## src/rtl/core/cmdrl_pkg.sv

```systemverilog
// Shared types, register indexes and voltage constants for the command rate limiter.
// No dependencies; every file in rtl/core imports this package.
package cmdrl_pkg;

    localparam int CFG_IDX_W  = 2;
    localparam int CFG_DATA_W = 16;
    localparam int MV_W       = 13;
    localparam int TICK_W     = 16;

    localparam logic [CFG_IDX_W-1:0] REG_SHORT_INTERVAL = 2'd0;
    localparam logic [CFG_IDX_W-1:0] REG_LONG_INTERVAL  = 2'd1;

    localparam logic [CFG_DATA_W-1:0] SHORT_INTERVAL_RST = 16'd100;
    localparam logic [CFG_DATA_W-1:0] LONG_INTERVAL_RST  = 16'd2000;

    localparam logic [MV_W-1:0] NEUTRAL_MV = 13'd2500;
    localparam logic [MV_W-1:0] FULL_MV    = 13'd5000;

    localparam logic CMD_TICK   = 1'b0;
    localparam logic CMD_PACKET = 1'b1;

    typedef struct packed {
        logic               command;
        logic [31:0]        packet_id;
        logic signed [11:0] lift_lever;
        logic signed [11:0] tilt_lever;
    } in_word_t;

    typedef struct packed {
        logic [MV_W-1:0]    lift_down_mv;
        logic [MV_W-1:0]    lift_up_mv;
        logic [MV_W-1:0]    tilt_back_mv;
        logic [MV_W-1:0]    tilt_fwd_mv;
        logic               is_stop;
        logic signed [31:0] lost_count;
        logic [31:0]        late_count;
        logic [31:0]        sent_count;
    } out_word_t;

    // up voltage = 2500 + 2*lever, clamped to 0..5000 mV
    function automatic logic [MV_W-1:0] lever_to_mv(input logic signed [11:0] lever);
        logic signed [14:0] mv;
        mv = signed'(15'(NEUTRAL_MV)) + 15'(signed'(lever)) + 15'(signed'(lever));
        if (mv < 15'sd0)
            return '0;
        else if (mv > signed'(15'(FULL_MV)))
            return FULL_MV;
        else
            return mv[MV_W-1:0];
    endfunction

endpackage

```

## src/rtl/core/command_rate_limiter_watchdog_unit.sv

```systemverilog
// Command rate limiter with watchdog stop frame: top level and interval registers.
// An accepted word passes the input register, then the result register, before out_valid rises.
// Throughput: one word per cycle unless out_stall holds a result; input and result registers bound the path.
// A result held by out_stall stops the core, so the input stalls once its register is full.
// Reset (rst_n low, async) clears counters, buffer flag and sets intervals 100/2000.
// Depends on cmdrl_pkg, cmdrl_input_stage, cmdrl_core, cmdrl_output_stage.
module command_rate_limiter_watchdog_unit (
    input  logic                             clk,
    input  logic                             rst_n,
    input  logic                             in_valid,
    output logic                             in_stall,
    input  cmdrl_pkg::in_word_t              in_data,
    output logic                             out_valid,
    input  logic                             out_stall,
    output cmdrl_pkg::out_word_t             out_data,
    input  logic                             cfg_write,
    input  logic [cmdrl_pkg::CFG_IDX_W-1:0]  cfg_index,
    input  logic [cmdrl_pkg::CFG_DATA_W-1:0] cfg_data
);
    import cmdrl_pkg::*;

    logic [CFG_DATA_W-1:0] short_reg, short_next;
    logic [CFG_DATA_W-1:0] long_reg, long_next;
    logic                  advance;
    logic                  item_valid;
    in_word_t              item;
    logic                  fire;
    logic                  res_valid;
    out_word_t             res;

    always_comb
    begin
        short_next = short_reg;
        long_next  = long_reg;
        if (cfg_write)
        begin
            case (cfg_index)
                REG_SHORT_INTERVAL: short_next = cfg_data;
                REG_LONG_INTERVAL:  long_next  = cfg_data;
                default:            short_next = short_reg;
            endcase
        end
    end

    always_ff @(posedge clk or negedge rst_n)
    begin
        if (!rst_n)
        begin
            short_reg <= SHORT_INTERVAL_RST;
            long_reg  <= LONG_INTERVAL_RST;
        end
        else
        begin
            short_reg <= short_next;
            long_reg  <= long_next;
        end
    end

    assign fire = item_valid && advance;

    cmdrl_input_stage u_input (
        .clk        (clk),
        .rst_n      (rst_n),
        .in_valid   (in_valid),
        .in_stall   (in_stall),
        .in_data    (in_data),
        .advance    (advance),
        .item_valid (item_valid),
        .item       (item)
    );

    cmdrl_core u_core (
        .clk            (clk),
        .rst_n          (rst_n),
        .fire           (fire),
        .item           (item),
        .short_interval (short_reg),
        .long_interval  (long_reg),
        .res_valid      (res_valid),
        .res            (res)
    );

    cmdrl_output_stage u_output (
        .clk       (clk),
        .rst_n     (rst_n),
        .load      (fire),
        .res_valid (res_valid),
        .res       (res),
        .out_valid (out_valid),
        .out_stall (out_stall),
        .out_data  (out_data),
        .advance   (advance)
    );

endmodule

```

## src/rtl/core/cmdrl_input_stage.sv

```systemverilog
// Input register for the command rate limiter: captures one word per accept.
// Depends on cmdrl_pkg for the input word type.
module cmdrl_input_stage (
    input  logic               clk,
    input  logic               rst_n,
    input  logic               in_valid,
    output logic               in_stall,
    input  cmdrl_pkg::in_word_t in_data,
    input  logic               advance,
    output logic               item_valid,
    output cmdrl_pkg::in_word_t item
);
    import cmdrl_pkg::*;

    logic     valid_reg;
    logic     valid_next;
    in_word_t word_reg;
    logic     take;

    // slot frees when the held word moves on this cycle
    assign in_stall   = valid_reg && !advance;
    assign take       = in_valid && !in_stall;
    assign valid_next = take ? 1'b1 : (advance ? 1'b0 : valid_reg);

    always_ff @(posedge clk or negedge rst_n)
    begin
        if (!rst_n)
            valid_reg <= 1'b0;
        else
            valid_reg <= valid_next;
    end

    always_ff @(posedge clk)
    begin
        if (take)
            word_reg <= in_data;
    end

    assign item_valid = valid_reg;
    assign item       = word_reg;

endmodule

```

## src/rtl/core/cmdrl_core.sv

```systemverilog
// Rate limiter / watchdog state and per-word decision logic.
// Depends on cmdrl_pkg for word types and lever_to_mv.
module cmdrl_core (
    input  logic                            clk,
    input  logic                            rst_n,
    input  logic                            fire,
    input  cmdrl_pkg::in_word_t             item,
    input  logic [cmdrl_pkg::CFG_DATA_W-1:0] short_interval,
    input  logic [cmdrl_pkg::CFG_DATA_W-1:0] long_interval,
    output logic                            res_valid,
    output cmdrl_pkg::out_word_t            res
);
    import cmdrl_pkg::*;

    logic [TICK_W-1:0] ticks_reg,  ticks_next;
    logic              held_valid_reg, held_valid_next;
    logic [MV_W-1:0]   held_lift_reg, held_lift_next;
    logic [MV_W-1:0]   held_tilt_reg, held_tilt_next;
    logic [31:0]       newest_id_reg, newest_id_next;
    logic              seen_any_reg, seen_any_next;
    logic [31:0]       lost_reg, lost_next;
    logic [31:0]       late_reg, late_next;
    logic [31:0]       sent_reg, sent_next;

    logic [TICK_W-1:0] ticks_inc;
    logic [MV_W-1:0]   new_lift, new_tilt;
    logic [MV_W-1:0]   emit_lift, emit_tilt;
    logic              emit, emit_stop, is_late;

    assign ticks_inc = (ticks_reg == '1) ? ticks_reg : ticks_reg + 1'b1;
    assign new_lift  = lever_to_mv(item.lift_lever);
    assign new_tilt  = lever_to_mv(item.tilt_lever);
    assign is_late   = seen_any_reg && (item.packet_id <= newest_id_reg);

    always_comb
    begin
        ticks_next      = ticks_reg;
        held_valid_next = held_valid_reg;
        held_lift_next  = held_lift_reg;
        held_tilt_next  = held_tilt_reg;
        newest_id_next  = newest_id_reg;
        seen_any_next   = seen_any_reg;
        lost_next       = lost_reg;
        late_next       = late_reg;
        emit            = 1'b0;
        emit_stop       = 1'b0;
        emit_lift       = held_lift_reg;
        emit_tilt       = held_tilt_reg;
        if (fire)
        begin
            case (item.command)
                CMD_TICK:
                begin
                    ticks_next = ticks_inc;
                    if (held_valid_reg)
                    begin
                        if (ticks_inc >= short_interval)
                        begin
                            emit            = 1'b1;
                            held_valid_next = 1'b0;
                        end
                    end
                    else if (ticks_inc >= long_interval)
                    begin
                        emit      = 1'b1;
                        emit_stop = 1'b1;
                        emit_lift = NEUTRAL_MV;
                        emit_tilt = NEUTRAL_MV;
                    end
                end
                CMD_PACKET:
                begin
                    if (is_late)
                    begin
                        lost_next = lost_reg - 32'd1;
                        late_next = late_reg + 32'd1;
                    end
                    else
                    begin
                        if (seen_any_reg)
                            lost_next = lost_reg + (item.packet_id - newest_id_reg - 32'd1);
                        newest_id_next = item.packet_id;
                        seen_any_next  = 1'b1;
                        // a held word is always replaced, never sent, by a newer packet
                        if (!held_valid_reg && (ticks_reg > short_interval))
                        begin
                            emit      = 1'b1;
                            emit_lift = new_lift;
                            emit_tilt = new_tilt;
                        end
                        else
                        begin
                            held_valid_next = 1'b1;
                            held_lift_next  = new_lift;
                            held_tilt_next  = new_tilt;
                        end
                    end
                end
                default:
                begin
                    ticks_next = ticks_reg;
                end
            endcase
            if (emit)
                ticks_next = '0;
        end
    end

    assign sent_next = emit ? sent_reg + 32'd1 : sent_reg;

    always_ff @(posedge clk or negedge rst_n)
    begin
        if (!rst_n)
        begin
            ticks_reg      <= '0;
            held_valid_reg <= 1'b0;
            newest_id_reg  <= '0;
            seen_any_reg   <= 1'b0;
            lost_reg       <= '0;
            late_reg       <= '0;
            sent_reg       <= '0;
        end
        else
        begin
            ticks_reg      <= ticks_next;
            held_valid_reg <= held_valid_next;
            newest_id_reg  <= newest_id_next;
            seen_any_reg   <= seen_any_next;
            lost_reg       <= lost_next;
            late_reg       <= late_next;
            sent_reg       <= sent_next;
        end
    end

    always_ff @(posedge clk)
    begin
        held_lift_reg <= held_lift_next;
        held_tilt_reg <= held_tilt_next;
    end

    assign res_valid        = emit;
    assign res.lift_down_mv = FULL_MV - emit_lift;
    assign res.lift_up_mv   = emit_lift;
    assign res.tilt_back_mv = FULL_MV - emit_tilt;
    assign res.tilt_fwd_mv  = emit_tilt;
    assign res.is_stop      = emit_stop;
    assign res.lost_count   = signed'(lost_next);
    assign res.late_count   = late_next;
    assign res.sent_count   = sent_next;

    a_send_clears_ticks: assert property (@(posedge clk) disable iff (!rst_n)
        emit |=> (ticks_reg == '0))
        else $error("tick counter not cleared after a send");

    a_held_needs_seen: assert property (@(posedge clk) disable iff (!rst_n)
        held_valid_reg |-> seen_any_reg)
        else $error("buffered word without any accepted packet");

    a_sent_steps: assert property (@(posedge clk) disable iff (!rst_n)
        !emit |=> (sent_reg == $past(sent_reg)))
        else $error("sent counter moved without a send");

    a_late_drop_no_send: assert property (@(posedge clk) disable iff (!rst_n)
        (fire && item.command == CMD_PACKET && is_late) |-> !emit)
        else $error("late packet produced a word");

endmodule

```

## src/rtl/core/cmdrl_output_stage.sv

```systemverilog
// Result register for the command rate limiter, loaded when the pipeline advances.
// Depends on cmdrl_pkg for the output word type.
module cmdrl_output_stage (
    input  logic                 clk,
    input  logic                 rst_n,
    input  logic                 load,
    input  logic                 res_valid,
    input  cmdrl_pkg::out_word_t res,
    output logic                 out_valid,
    input  logic                 out_stall,
    output cmdrl_pkg::out_word_t out_data,
    output logic                 advance
);
    import cmdrl_pkg::*;

    logic      valid_reg, valid_next;
    out_word_t word_reg;

    // register is free when empty or its word leaves this cycle
    assign advance    = !valid_reg || !out_stall;
    assign valid_next = advance ? (load && res_valid) : valid_reg;

    always_ff @(posedge clk or negedge rst_n)
    begin
        if (!rst_n)
            valid_reg <= 1'b0;
        else
            valid_reg <= valid_next;
    end

    always_ff @(posedge clk)
    begin
        if (advance && load && res_valid)
            word_reg <= res;
    end

    assign out_valid = valid_reg;
    assign out_data  = word_reg;

endmodule

```

## config.mk

```make
export PLATFORM = sky130hd
export DESIGN_NAME = command_rate_limiter_watchdog_unit
export DESIGN_NICKNAME = d
export VERILOG_FILES = /design/src/rtl/core/cmdrl_pkg.sv /design/src/rtl/core/command_rate_limiter_watchdog_unit.sv /design/src/rtl/core/cmdrl_input_stage.sv /design/src/rtl/core/cmdrl_core.sv /design/src/rtl/core/cmdrl_output_stage.sv
export SDC_FILE = /design/constraint.sdc
export NUM_CORES = 1
export LEC_CHECK = 0
export BUFFER_PORTS_ARGS = -buffer_cell sky130_fd_sc_hd__buf_2
export CAP_MARGIN = 20
export CORE_MARGIN = 1.5
export CORE_UTILIZATION = 64
export CTS_CLUSTER_DIAMETER = 60
export DETAILED_ROUTE_END_ITERATION = 10
export PLACE_DENSITY = 0.86
export RECOVER_POWER = 50
export SLEW_MARGIN = 20
export SYNTH_ARGS = -nofsm -noshare
export SYNTH_HDL_FRONTEND = slang
export SYNTH_SLANG_ARGS = --single-unit
```

## constraint.sdc

```tcl
create_clock -name clk -period 16.2 [get_ports clk]
set_input_delay 1.62 -clock clk [delete_from_list [all_inputs] [get_ports clk]]
set_output_delay 1.62 -clock clk [all_outputs]
set_load 0.02 [all_outputs]
```

==> results_dict.tcl, run 1 <==
set metrics [dict create \
    startpoint_type "input port" \
    violations "capacitance limit, slew limit" \
    cts.clk_slew.worst_paths_ns 0.06 \
    core-area_um2 32600 \
    final_util_pct 73.7 \
    cp.arrival_ns 8.74 \
    crit_fanout 108 \
    numCtsBuffers 43 \
    crit_required_ns 15.99 \
    whs_path_depth 1 \
    outcome "finished with violations" \
    synth-edff-count 224 \
    grt_pass1_vias 15335 \
    rrSetupSlack_ns 9.40 \
    rows 66 \
    max_cap_violations 3 \
    vias 15820 \
    critPathCaptureType "async pin" \
    finalCriticalPeriod_ns 8.95 \
    antenna_found_initial 0 \
    synth_cells 1946 \
    synth_cell_type_count 81 \
    finalSetupTns_ns 0 \
    routed_wl_um 50800 \
    slew_headroom_pct -305 \
    grt_use_total_pct 29.9 \
    synthToLayoutAreaGrowth_pct 13.2 \
    fp.dieH_um 185 \
    drtIter0Drc 1399 \
    path_buf_inv 2 \
    hold_viol_final 0 \
    r2r_cells 20 \
    dieWidth_um 185 \
    grt_pass1_wl_um 80000 \
    min-delay-start "u_core.late_reg[31]" \
    cts_resized 0 \
    place_hpwl_um 35700 \
    leakage_nw 10.5 \
    timing.rr.start "u_core.ticks_reg[4]" \
    setup_viol 0 \
    slew_violations 241 \
    gp_congestion 0.941 \
    syn_avg_cell_area_um2 10.9 \
    largest_register_ffs 143 \
    io_buffers 226 \
    rsz0062_at_grt "false" \
    start_util_pct 65.1 \
    yosys-top-cells-area "edfxtp_1, dfrtp_1, ha_1" \
    vdd_drop_max_uv 130 \
    cts_setup_buffers 0 \
    synth_area_um2 21200 \
    fin_total_pwr_w 0.00409 \
    n_antenna_cell 0 \
    synth_flop_cell "edfxtp_1" \
    fin_nets 2411 \
    gr-total-overflow 0 \
    clk-insertion-delay-late_ns 0.56 \
    htreeDepth 2 \
    cts-root-buf "clkbuf_16" \
    vias_per_cell 5.96 \
    synth_top_area_share_pct 31.7 \
    path_cells "clkbuf_1 > clkbuf_1" \
    cp_common_cell "clkbuf_1" \
    cts_tree "built" \
    yosysWarnings 0 \
    power_per_cell_area_nw_per_um2 170 \
    clock.fmax_ghz 0.112 \
    crit_type "input port to async pin" \
    cts_num_sinks 404 \
    fin_skew_ns 0.0242 \
    fin_crit_sh_pct 55.3 \
    tightestPinTransition_ns 6.07 \
    ys_async_sr_fraction_pct 44.6 \
    hp-class "flop to flop" \
    wl_per_cell_um 19.1 \
    io_pins 231 \
    die-area_um2 34300 \
    hold_path_end "u_core.late_reg[31]" \
    dr.pass1.iters 6 \
    drive_gt1_share_pct 9.35 \
    slowest_delay_ns 4.15 \
    crit_slowest_cell "clkbuf_1" \
    ant_nets 0 \
    yosysTopAreaCell "edfxtp_1" \
    drc_errors 0 \
    cts_hold_buf 0 \
    clockBufferDepth 3 \
    grt_max_degree 109 \
    rr_endpoint "u_output.out_data[7]" \
    ys_seq_elements 404 \
    cpLargestDelayFamily "buffers and inverters" \
    yosysSeqAreaShare_pct 53.0 \
]
cells in the final DEF, fill, tap and decap left out, types with 9 or more instances in the layout:
| master | synthesis | final |
|---|---|---|
| inv_1 | 236 | 236 |
| edfxtp_1 | 224 | 224 |
| dfrtp_1 | 171 | 171 |
| clkbuf_1 | 40 | 168 |
| nand2_1 | 161 | 161 |
| o21ai_0 | 141 | 141 |
| ha_1 | 120 | 120 |
| nor2_1 | 104 | 103 |
| a21oi_1 | 94 | 94 |
| xnor2_1 | 82 | 82 |
| buf_2 | 1 | 76 |
| nand3_1 | 64 | 63 |
| xor2_1 | 51 | 51 |
| clkbuf_16 | 0 | 44 |
| nor3_1 | 40 | 40 |
| fa_1 | 32 | 32 |
| a21o_1 | 30 | 30 |
| nand4_1 | 29 | 29 |
| mux2_2 | 29 | 27 |
| and3_1 | 24 | 24 |
| nand2b_1 | 16 | 16 |
| a31oi_1 | 15 | 15 |
| or3_1 | 14 | 14 |
| o31ai_1 | 14 | 14 |
| nor2b_1 | 13 | 13 |
| and2_1 | 15 | 12 |
| a211oi_1 | 11 | 11 |
| o21a_1 | 9 | 9 |
| a2111oi_0 | 9 | 9 |
| dfstp_2 | 9 | 9 |
worst reg2reg max path, stage by stage, from the launching register on:
cell and delay, ns:
dfrtp_1 0.47, nand4_1 0.16, nor2_1 0.23, nand4_1 0.22, or4_1 0.80, nand3_1 0.25
nor2_1 0.10, nand2_1 0.15, xnor2_1 0.12, ha_1 0.31, nand4_1 0.13, or3_1 0.37
and4b_1 0.19, o21ai_0 0.07, a21oi_1 0.10, o31ai_1 0.48, nand2_1 0.38, inv_6 0.60
buf_4 0.94, and4_1 0.39, xor2_1 0.18
area by class of cell:
type                            count  area (µm²)
Multi-Input combinational cell   1255        8880
Fill cell                        2226        8590
Clock inverter                     17         221
Sequential cell                   404       11200
Inverter                          238         898
Timing Repair Buffer              237        1010
Clock buffer                       63        1210
Tap cell                          442         553
how the worst max path moves through the flow:
stage | from | to | slack (ns) | cells past startpoint
finish | rst_n | u_core.sent_reg[21] | 7.25 | 2
CTS | u_core.ticks_reg[4] | u_output.out_data[7] | 9.44 | 21
detailed placement | u_core.ticks_reg[4] | u_output.out_data[7] | 9.48 | 21
global route | rst_n | u_core.sent_reg[1] | 5.57 | 2
global placement | u_core.ticks_reg[4] | u_output.out_data[7] | 9.66 | 21
floorplan | u_core.ticks_reg[4] | u_output.out_data[7] | 7.55 | 20
stage by stage:
stage	area, µm²	std cells	hold WS [ns]	setup slack [ns]
CTS	24200	2656	0.467	9.44
global placement	22800	2576	0.448	9.66
global route	24000	2656	0.486	5.57
detailed placement	22800	2576	0.448	9.48
floorplan	21200	1949	0.432	7.55
finish	24000	2656	0.471	7.25
kinds of logic after synthesis:
group                    synth area share (%)
XOR/XNOR                                 5.49
multiplexers                             1.82
buffers and inverters                    5.35
flip-flops                               53.0
AND/OR/NAND/NOR                          12.3
adder cells (fa/ha/maj)                  10.1
other                                  0.0177
AO/OA/AOI/OAI                            11.9
power by group:
part,switching (W),internal (W),total [W]
clock network,0.000415,0.000576,0.000991
logic,0.00105,0.000700,0.00175
registers,0.000112,0.00124,0.00136
total,0.00157,0.00252,0.00409
cells in the mapped netlist, types with 5 or more instances:
cell type,count
inv_1,236
edfxtp_1,224
dfrtp_1,171
nand2_1,161
o21ai_0,141
ha_1,120
nor2_1,104
a21oi_1,94
xnor2_1,82
nand3_1,64
xor2_1,51
clkbuf_1,40
nor3_1,40
fa_1,32
a21o_1,30
mux2_2,29
nand4_1,29
and3_1,24
nand2b_1,16
a31oi_1,15
and2_1,15
o31ai_1,14
or3_1,14
nor2b_1,13
a211oi_1,11
a2111oi_0,9
dfstp_2,9
o21a_1,9
nor4_1,8
a22o_1,7
and4_1,7
o21bai_1,7
a22oi_1,6
buf_4,6
mux2i_1,6
nand3b_1,6
or4_1,6
nor4b_1,5
o211ai_1,5
routing by layer:
| layer | share of wire [%] | vias to the layer above | track usage [%] |
|---|---|---|---|
| met5 | 0 | - | 0 |
| met4 | 3.9 | 0 | 11.2 |
| met3 | 7.2 | 125 | 3.83 |
| met2 | 47 | 737 | 49.2 |
| met1 | 41 | 7640 | 40.7 |
| li1 | - | 7318 | - |
No activity file was read; power rests on OpenSTA's default activity.
==> run 2, diff against run 1 <==
- CORE_UTILIZATION: 64 -> 60
- PLACE_DENSITY: 0.86 -> 0.81
- clock period: 16.2 -> 8.6 ns (I/O delays scaled with it)
==> run 2 against run 1 <==
Critical endpoint is now u_output.out_data[81]; the flow still finishes with violations (capacitance limit, slew limit); wire length is 2.2% lower; hold slack worse by 0.017 ns; first-iteration DRC count is 9.7% lower; sequential power rose by 88%.
==> results_dict.tcl, run 2 (synthesis gave the netlist of run 1 again) <==
set metrics [dict create \
    outcome "finished with violations" \
    violations "capacitance limit, slew limit" \
    synthToLayoutAreaGrowth_pct 13.4 \
    clock.fmax_ghz 0.153 \
    hp-class "input port to flop" \
    io_buffers 226 \
    die-area_um2 36500 \
    grt_max_degree 111 \
    cp.arrival_ns 6.74 \
    hold_path_end "u_input.item[29]" \
    clk-insertion-delay-late_ns 0.58 \
    crit_type "flop to flop" \
    cts_setup_buffers 0 \
    cts_tree "built" \
    finalSetupTns_ns 0 \
    path_buf_inv 2 \
    cts_num_sinks 404 \
    antenna_found_initial 0 \
    cts_hold_buf 0 \
    path_cells "nand4_1 > nor2_1 > nand4_1 > or4_1 > nand3_1 > nor2_1 > nand3_1 > xnor2_1 > ha_1 > o21ai_0 > nor3_1 > a2111oi_0 > nor2_1 > or3_1 > a21oi_1 > o31ai_1 > nand2_1 > inv_6 > buf_4" \
    cp_common_cell "nor2_1" \
    vias 15515 \
    timing.rr.start "u_core.ticks_reg[4]" \
    fin_skew_ns 0.0165 \
    crit_fanout 110 \
    slew_headroom_pct -120 \
    drtIter0Drc 1263 \
    fp.dieH_um 191 \
    htreeDepth 2 \
    wl_per_cell_um 18.6 \
    largest_register_ffs 143 \
    rows 68 \
    crit_required_ns 8.81 \
    place_hpwl_um 36200 \
    rrSetupSlack_ns 2.07 \
    grt_use_total_pct 27.5 \
    core-area_um2 34700 \
    power_per_cell_area_nw_per_um2 319 \
    cts-root-buf "clkbuf_16" \
    n_antenna_cell 0 \
    dieWidth_um 191 \
    finalCriticalPeriod_ns 6.53 \
    drive_gt1_share_pct 9.65 \
    r2r_cells 19 \
    rsz0062_at_grt "false" \
    gr-total-overflow 0 \
    clockBufferDepth 3 \
    final_cell_mix "inv_1, edfxtp_1, dfrtp_1" \
    cts.clk_slew.worst_paths_ns 0.06 \
    grt_pass1_vias 15320 \
    dr.pass1.iters 5 \
    io_pins 231 \
    min-delay-start "in_data[29]" \
    drc_errors 0 \
    ant_nets 0 \
    fin_crit_sh_pct 75.9 \
    leakage_nw 10.5 \
    critPathCaptureType "flop" \
    tightestPinTransition_ns 3.30 \
    fin_nets 2413 \
    mostFrequentLayoutCell "inv_1" \
    grt_pass1_wl_um 78800 \
    routed_wl_um 49700 \
    hold_viol_final 0 \
    rr_endpoint "u_output.out_data[81]" \
    max_cap_violations 3 \
    cpLargestDelayFamily "simple AND/OR/NAND/NOR gates" \
    startpoint_type "flop" \
    numCtsBuffers 44 \
    setup_viol 0 \
    crit_slowest_cell "or4_1" \
    whs_path_depth 1 \
    slowest_delay_ns 0.82 \
    gp_congestion 0.910 \
    slew_violations 162 \
    vias_per_cell 5.81 \
    hold_ws_ns 0.455 \
    cts_resized 0 \
    vdd_drop_max_uv 228 \
    start_util_pct 61.1 \
]
run 2: cell count changes in the layout (fill, tap and decap cells not counted), sizes merged:
cell,delta
clkinv,+10
buf,-2
clkinvlp,+2
clkbuf,-6
inv,-1
run 2: how the worst max path moves through the flow:
stage                         from                    end  slack [ns]  depth (start not counted)
6_report       u_core.ticks_reg[4]  u_output.out_data[81]        2.07                         19
5_1_grt        u_core.ticks_reg[4]  u_output.out_data[75]        1.56                         19
4_1_cts        u_core.ticks_reg[4]  u_output.out_data[75]        2.08                         19
3_5_place_dp   u_core.ticks_reg[4]  u_output.out_data[69]        2.13                         19
3_3_place_gp   u_core.ticks_reg[4]  u_output.out_data[69]        2.31                         19
2_1_floorplan  u_core.ticks_reg[4]   u_output.out_data[7]        1.88                         20
run 2: worst register-to-register path, stage by stage (launching register included):
cell,delay (ns)
dfrtp_1,0.48
nand4_1,0.15
nor2_1,0.22
nand4_1,0.25
or4_1,0.82
nand3_1,0.24
nor2_1,0.11
nand3_1,0.14
xnor2_1,0.12
ha_1,0.30
o21ai_0,0.08
nor3_1,0.25
a2111oi_0,0.17
nor2_1,0.22
or3_1,0.14
a21oi_1,0.07
o31ai_1,0.57
nand2_1,0.36
inv_6,0.78
buf_4,0.66
run 2: power breakdown:
group / switching, W / leakage, nW / total [W] / internal (W)
logic: 0.00193 / 5.33 / 0.00325 / 0.00131
registers: 0.000202 / 4.44 / 0.00255 / 0.00234
clock network: 0.000789 / 0.706 / 0.00187 / 0.00108
total: 0.00293 / 10.5 / 0.00767 / 0.00474
run 2: stage by stage:
step	std cells	setup WS [ns]	power [W]	utilization (%)	area, µm²
after floorplan	1949	1.88	0.00499	-	21200
after global placement	2590	2.31	0.00562	65.7	22800
after detailed placement	2590	2.13	0.00575	65.7	22800
after CTS	2672	2.08	0.00765	69.9	24300
after global routing	2672	1.56	0.00820	69.3	24100
final	2672	2.07	0.00767	69.3	24100
run 2: metal layers:
| layer | up-vias | GRT usage (%) | part of all wire [%] | routed length, µm |
|---|---|---|---|---|
| li1 | 7352 | - | - | - |
| met2 | 644 | 44.2 | 46 | 23000 |
| met5 | - | 0 | 0 | 0 |
| met4 | 0 | 11.1 | 4.1 | 2020 |
| met1 | 7403 | 37.4 | 43 | 21500 |
| met3 | 116 | 4.68 | 6.4 | 3190 |
run 2: cell type report:
cell class / instances / area [µm²]
clock buffer: 54 / 1190
clock inverter: 28 / 262
fill: 2607 / 10600
inverter: 238 / 898
multi-input combinational: 1255 / 8880
sequential: 404 / 11200
tap: 455 / 569
timing repair buffer: 238 / 1020
==> run 3, diff against run 2 <==
- ABC_AREA: unset -> 1
- clock period: 8.6 -> 6.6 ns (I/O delays scaled with it)
==> run 3 against run 2 <==
The run still ends with capacitance limit, slew limit left; die area increased by 8.9%; register-to-register slack got worse by 0.53 ns; critical path type unchanged; highest routed layer unchanged; sequential cell count unchanged; combinational power increased by 40%; clock-buffer cell count increased by 2; wire length increased by 14%; utilization decreased by 0.61 points; final cell count increased by 26%.
==> results_dict.tcl, run 3 <==
set metrics [dict create \
    finalSetupTns_ns 0 \
    ant_nets 0 \
    fp.dieH_um 199 \
    yosys-top-cells-area "edfxtp_1, dfrtp_1, nand2_1" \
    cp.arrival_ns 5.38 \
    p_sw_w 0.00427 \
    dieWidth_um 199 \
    synthToLayoutAreaGrowth_pct 12.4 \
    leakage_nw 12.0 \
    synth_common_cells "nand2_1, inv_1, edfxtp_1" \
    synth_area_um2 23100 \
    tightestPinTransition_ns 3.34 \
    placedCellCount 3291 \
    drtIter0Drc 1510 \
    crit_type "flop to flop" \
    slew_headroom_pct -122 \
    clk-insertion-delay-late_ns 0.57 \
    violations "capacitance limit, slew limit" \
    vias 18375 \
    cts-root-buf "clkbuf_16" \
    die-area_um2 39700 \
    yosysSeqAreaShare_pct 48.6 \
    largest_register_ffs 143 \
    vdd_drop_max_uv 332 \
    ys_seq_elements 404 \
    ys_async_sr_fraction_pct 44.6 \
    switching_share_pct 41.1 \
    start_util_pct 61.1 \
    clock.fmax_ghz 0.198 \
    place_hpwl_um 41900 \
    fin_nets 3058 \
    mostFrequentLayoutCell "nand2_1" \
    rsz0062_at_grt "false" \
    cts_hold_buf 0 \
    max_cap_violations 4 \
    crit_fanout 16 \
    synth_cells 2597 \
    synth.most_common_cell "nand2_1" \
    drive_gt1_share_pct 9.51 \
    whs_path_depth 1 \
    grt_use_total_pct 28.5 \
    cts_num_sinks 404 \
    fin_crit_sh_pct 76.6 \
    cts_setup_buffers 0 \
    synth_cell_type_count 65 \
    startpoint_type "flop" \
    synth_top_area_share_pct 29.1 \
    stdcell_count 3373 \
    htreeDepth 2 \
    stdcell_area_um2 26000 \
    r2r_cells 27 \
    core-area_um2 37800 \
    final_cell_mix "nand2_1, inv_1, edfxtp_1" \
    grt_pass1_wl_um 88800 \
    yosysTopAreaCell "edfxtp_1" \
    numCtsBuffers 43 \
    synth-edff-count 224 \
    drc_errors 0 \
    critPathCaptureType "flop" \
    crit_required_ns 6.92 \
    dr.pass1.iters 6 \
    finalCriticalPeriod_ns 5.05 \
    wl_per_cell_um 16.8 \
    setup_viol 0 \
    syn_avg_cell_area_um2 8.91 \
    outcome "finished with violations" \
    io_pins 231 \
    yosysWarnings 0 \
    power_per_cell_area_nw_per_um2 399 \
    routed_wl_um 56600 \
    synth_flop_cell "edfxtp_1" \
    fin_skew_ns 0.0107 \
    io_buffers 226 \
    grt_pass1_vias 17716 \
    gr-total-overflow 0 \
    hold_viol_final 0 \
    gp_congestion 0.957 \
    rrSetupSlack_ns 1.55 \
    share_seq_of_total_power_pct 32.0 \
    hp-class "input port to flop" \
    vias_per_cell 5.45 \
    intPower_w 0.00611 \
    post_dp_cell_area_um2 24700 \
    slew_violations 243 \
    rows 71 \
    hold_ws_ns 0.264 \
    cts.clk_slew.worst_paths_ns 0.06 \
    cts_resized 0 \
    combPwrFrac_pct 44.0 \
    pwr-share-clk_pct 24.0 \
    antenna_found_initial 1 \
    clockBufferDepth 3 \
    cts_tree "built" \
    grt_max_degree 99 \
]
==> run 3: cell types whose count changed in the layout (fill, tap and decap cells not counted), moves of 22 or more <==
cell	before	now
nand2_1	161	588
a21o_1	30	4
nand3_1	63	127
xnor2_1	82	36
nor2_1	103	149
and3_1	24	2
mux2_2	29	0
o22ai_1	1	24
inv_1	236	424
o21ai_0	141	185
nand2_2	0	29
xor2_1	51	83
==> run 3: path summary, 6_finish.rpt <==
check,startpoint,endpoint
hold / removal,in_data[36],u_input.item[36]
max in group asynchronous,rst_n,u_core.sent_reg[28]
hold reg to reg,long_reg[13],long_reg[13]
min in group asynchronous,rst_n,long_reg[13]
setup / recovery,u_core.ticks_reg[0],u_output.out_data[147]
setup reg to reg,u_core.ticks_reg[0],u_output.out_data[147]
==> run 3: cells by family after synthesis <==
logic type | count (synthesis) | share of synthesized area (%)
XOR/XNOR | 119 | 4.51
flip-flops | 404 | 48.6
AND/OR/NAND/NOR | 1055 | 20.4
AO/OA/AOI/OAI | 368 | 8.81
other | 1 | 0.0162
adder cells (fa/ha/maj) | 152 | 9.26
buffers and inverters | 498 | 8.39
==> run 3: final cells by class <==
cell class	instances	area, µm²
Fill cell	3049	11800
Clock buffer	56	1210
Sequential cell	404	11200
Clock inverter	24	262
Inverter	443	1670
Antenna cell	1	2.50
Tap cell	511	639
Multi-Input combinational cell	1698	9980
Timing Repair Buffer	236	1010
==> run 3: worst max-delay path, cell delays in order (launching register included) <==
cell,delay (ns)
dfrtp_1,0.39
inv_1,0.09
nor3_1,0.18
inv_1,0.09
nor3_1,0.27
nand4_1,0.21
nor3_1,0.25
nand3_1,0.12
o21ai_0,0.16
a21o_1,0.15
ha_1,0.27
a21oi_1,0.15
o21ai_0,0.15
nor2_1,0.16
nand3_1,0.15
nand2_1,0.56
inv_1,0.22
o21ai_0,0.25
nand2_1,0.14
inv_1,0.09
ha_1,0.18
inv_1,0.06
nand2_2,0.10
nand3_2,0.12
nand2_1,0.13
nand2_1,0.06
nand2_1,0.06
nand2_1,0.05
==> run 3: routing by layer <==
metal | track usage (%) | routed length [µm] | part of all wire, % | vias to the layer above
met2 | 47.9 | 27200 | 48 | 614
met5 | 0 | 0 | 0 | -
li1 | - | - | - | 8932
met4 | 12.9 | 2210 | 3.9 | 0
met1 | 36.8 | 23700 | 42 | 8693
met3 | 3.95 | 3510 | 6.2 | 136
==> run 3: metrics by stage <==
step	total power, W	util (%)	worst slack (ns)
after floorplan	0.00667	-	2.20
after global placement	0.00767	65.3	1.57
after detailed placement	0.00782	65.3	1.41
after CTS	0.0103	69.2	1.37
after global routing	0.0111	68.7	0.999
final	0.0104	68.7	1.55
==> run 3: power by group through the flow <==
stage	registers, W	logic, W	clock network [W]
floorplan	0.00328	0.00339	0
global placement	0.00334	0.00433	0
detailed placement	0.00335	0.00446	0
CTS	0.00331	0.00450	0.00253
global route	0.00336	0.00514	0.00263
finish	0.00332	0.00456	0.00249
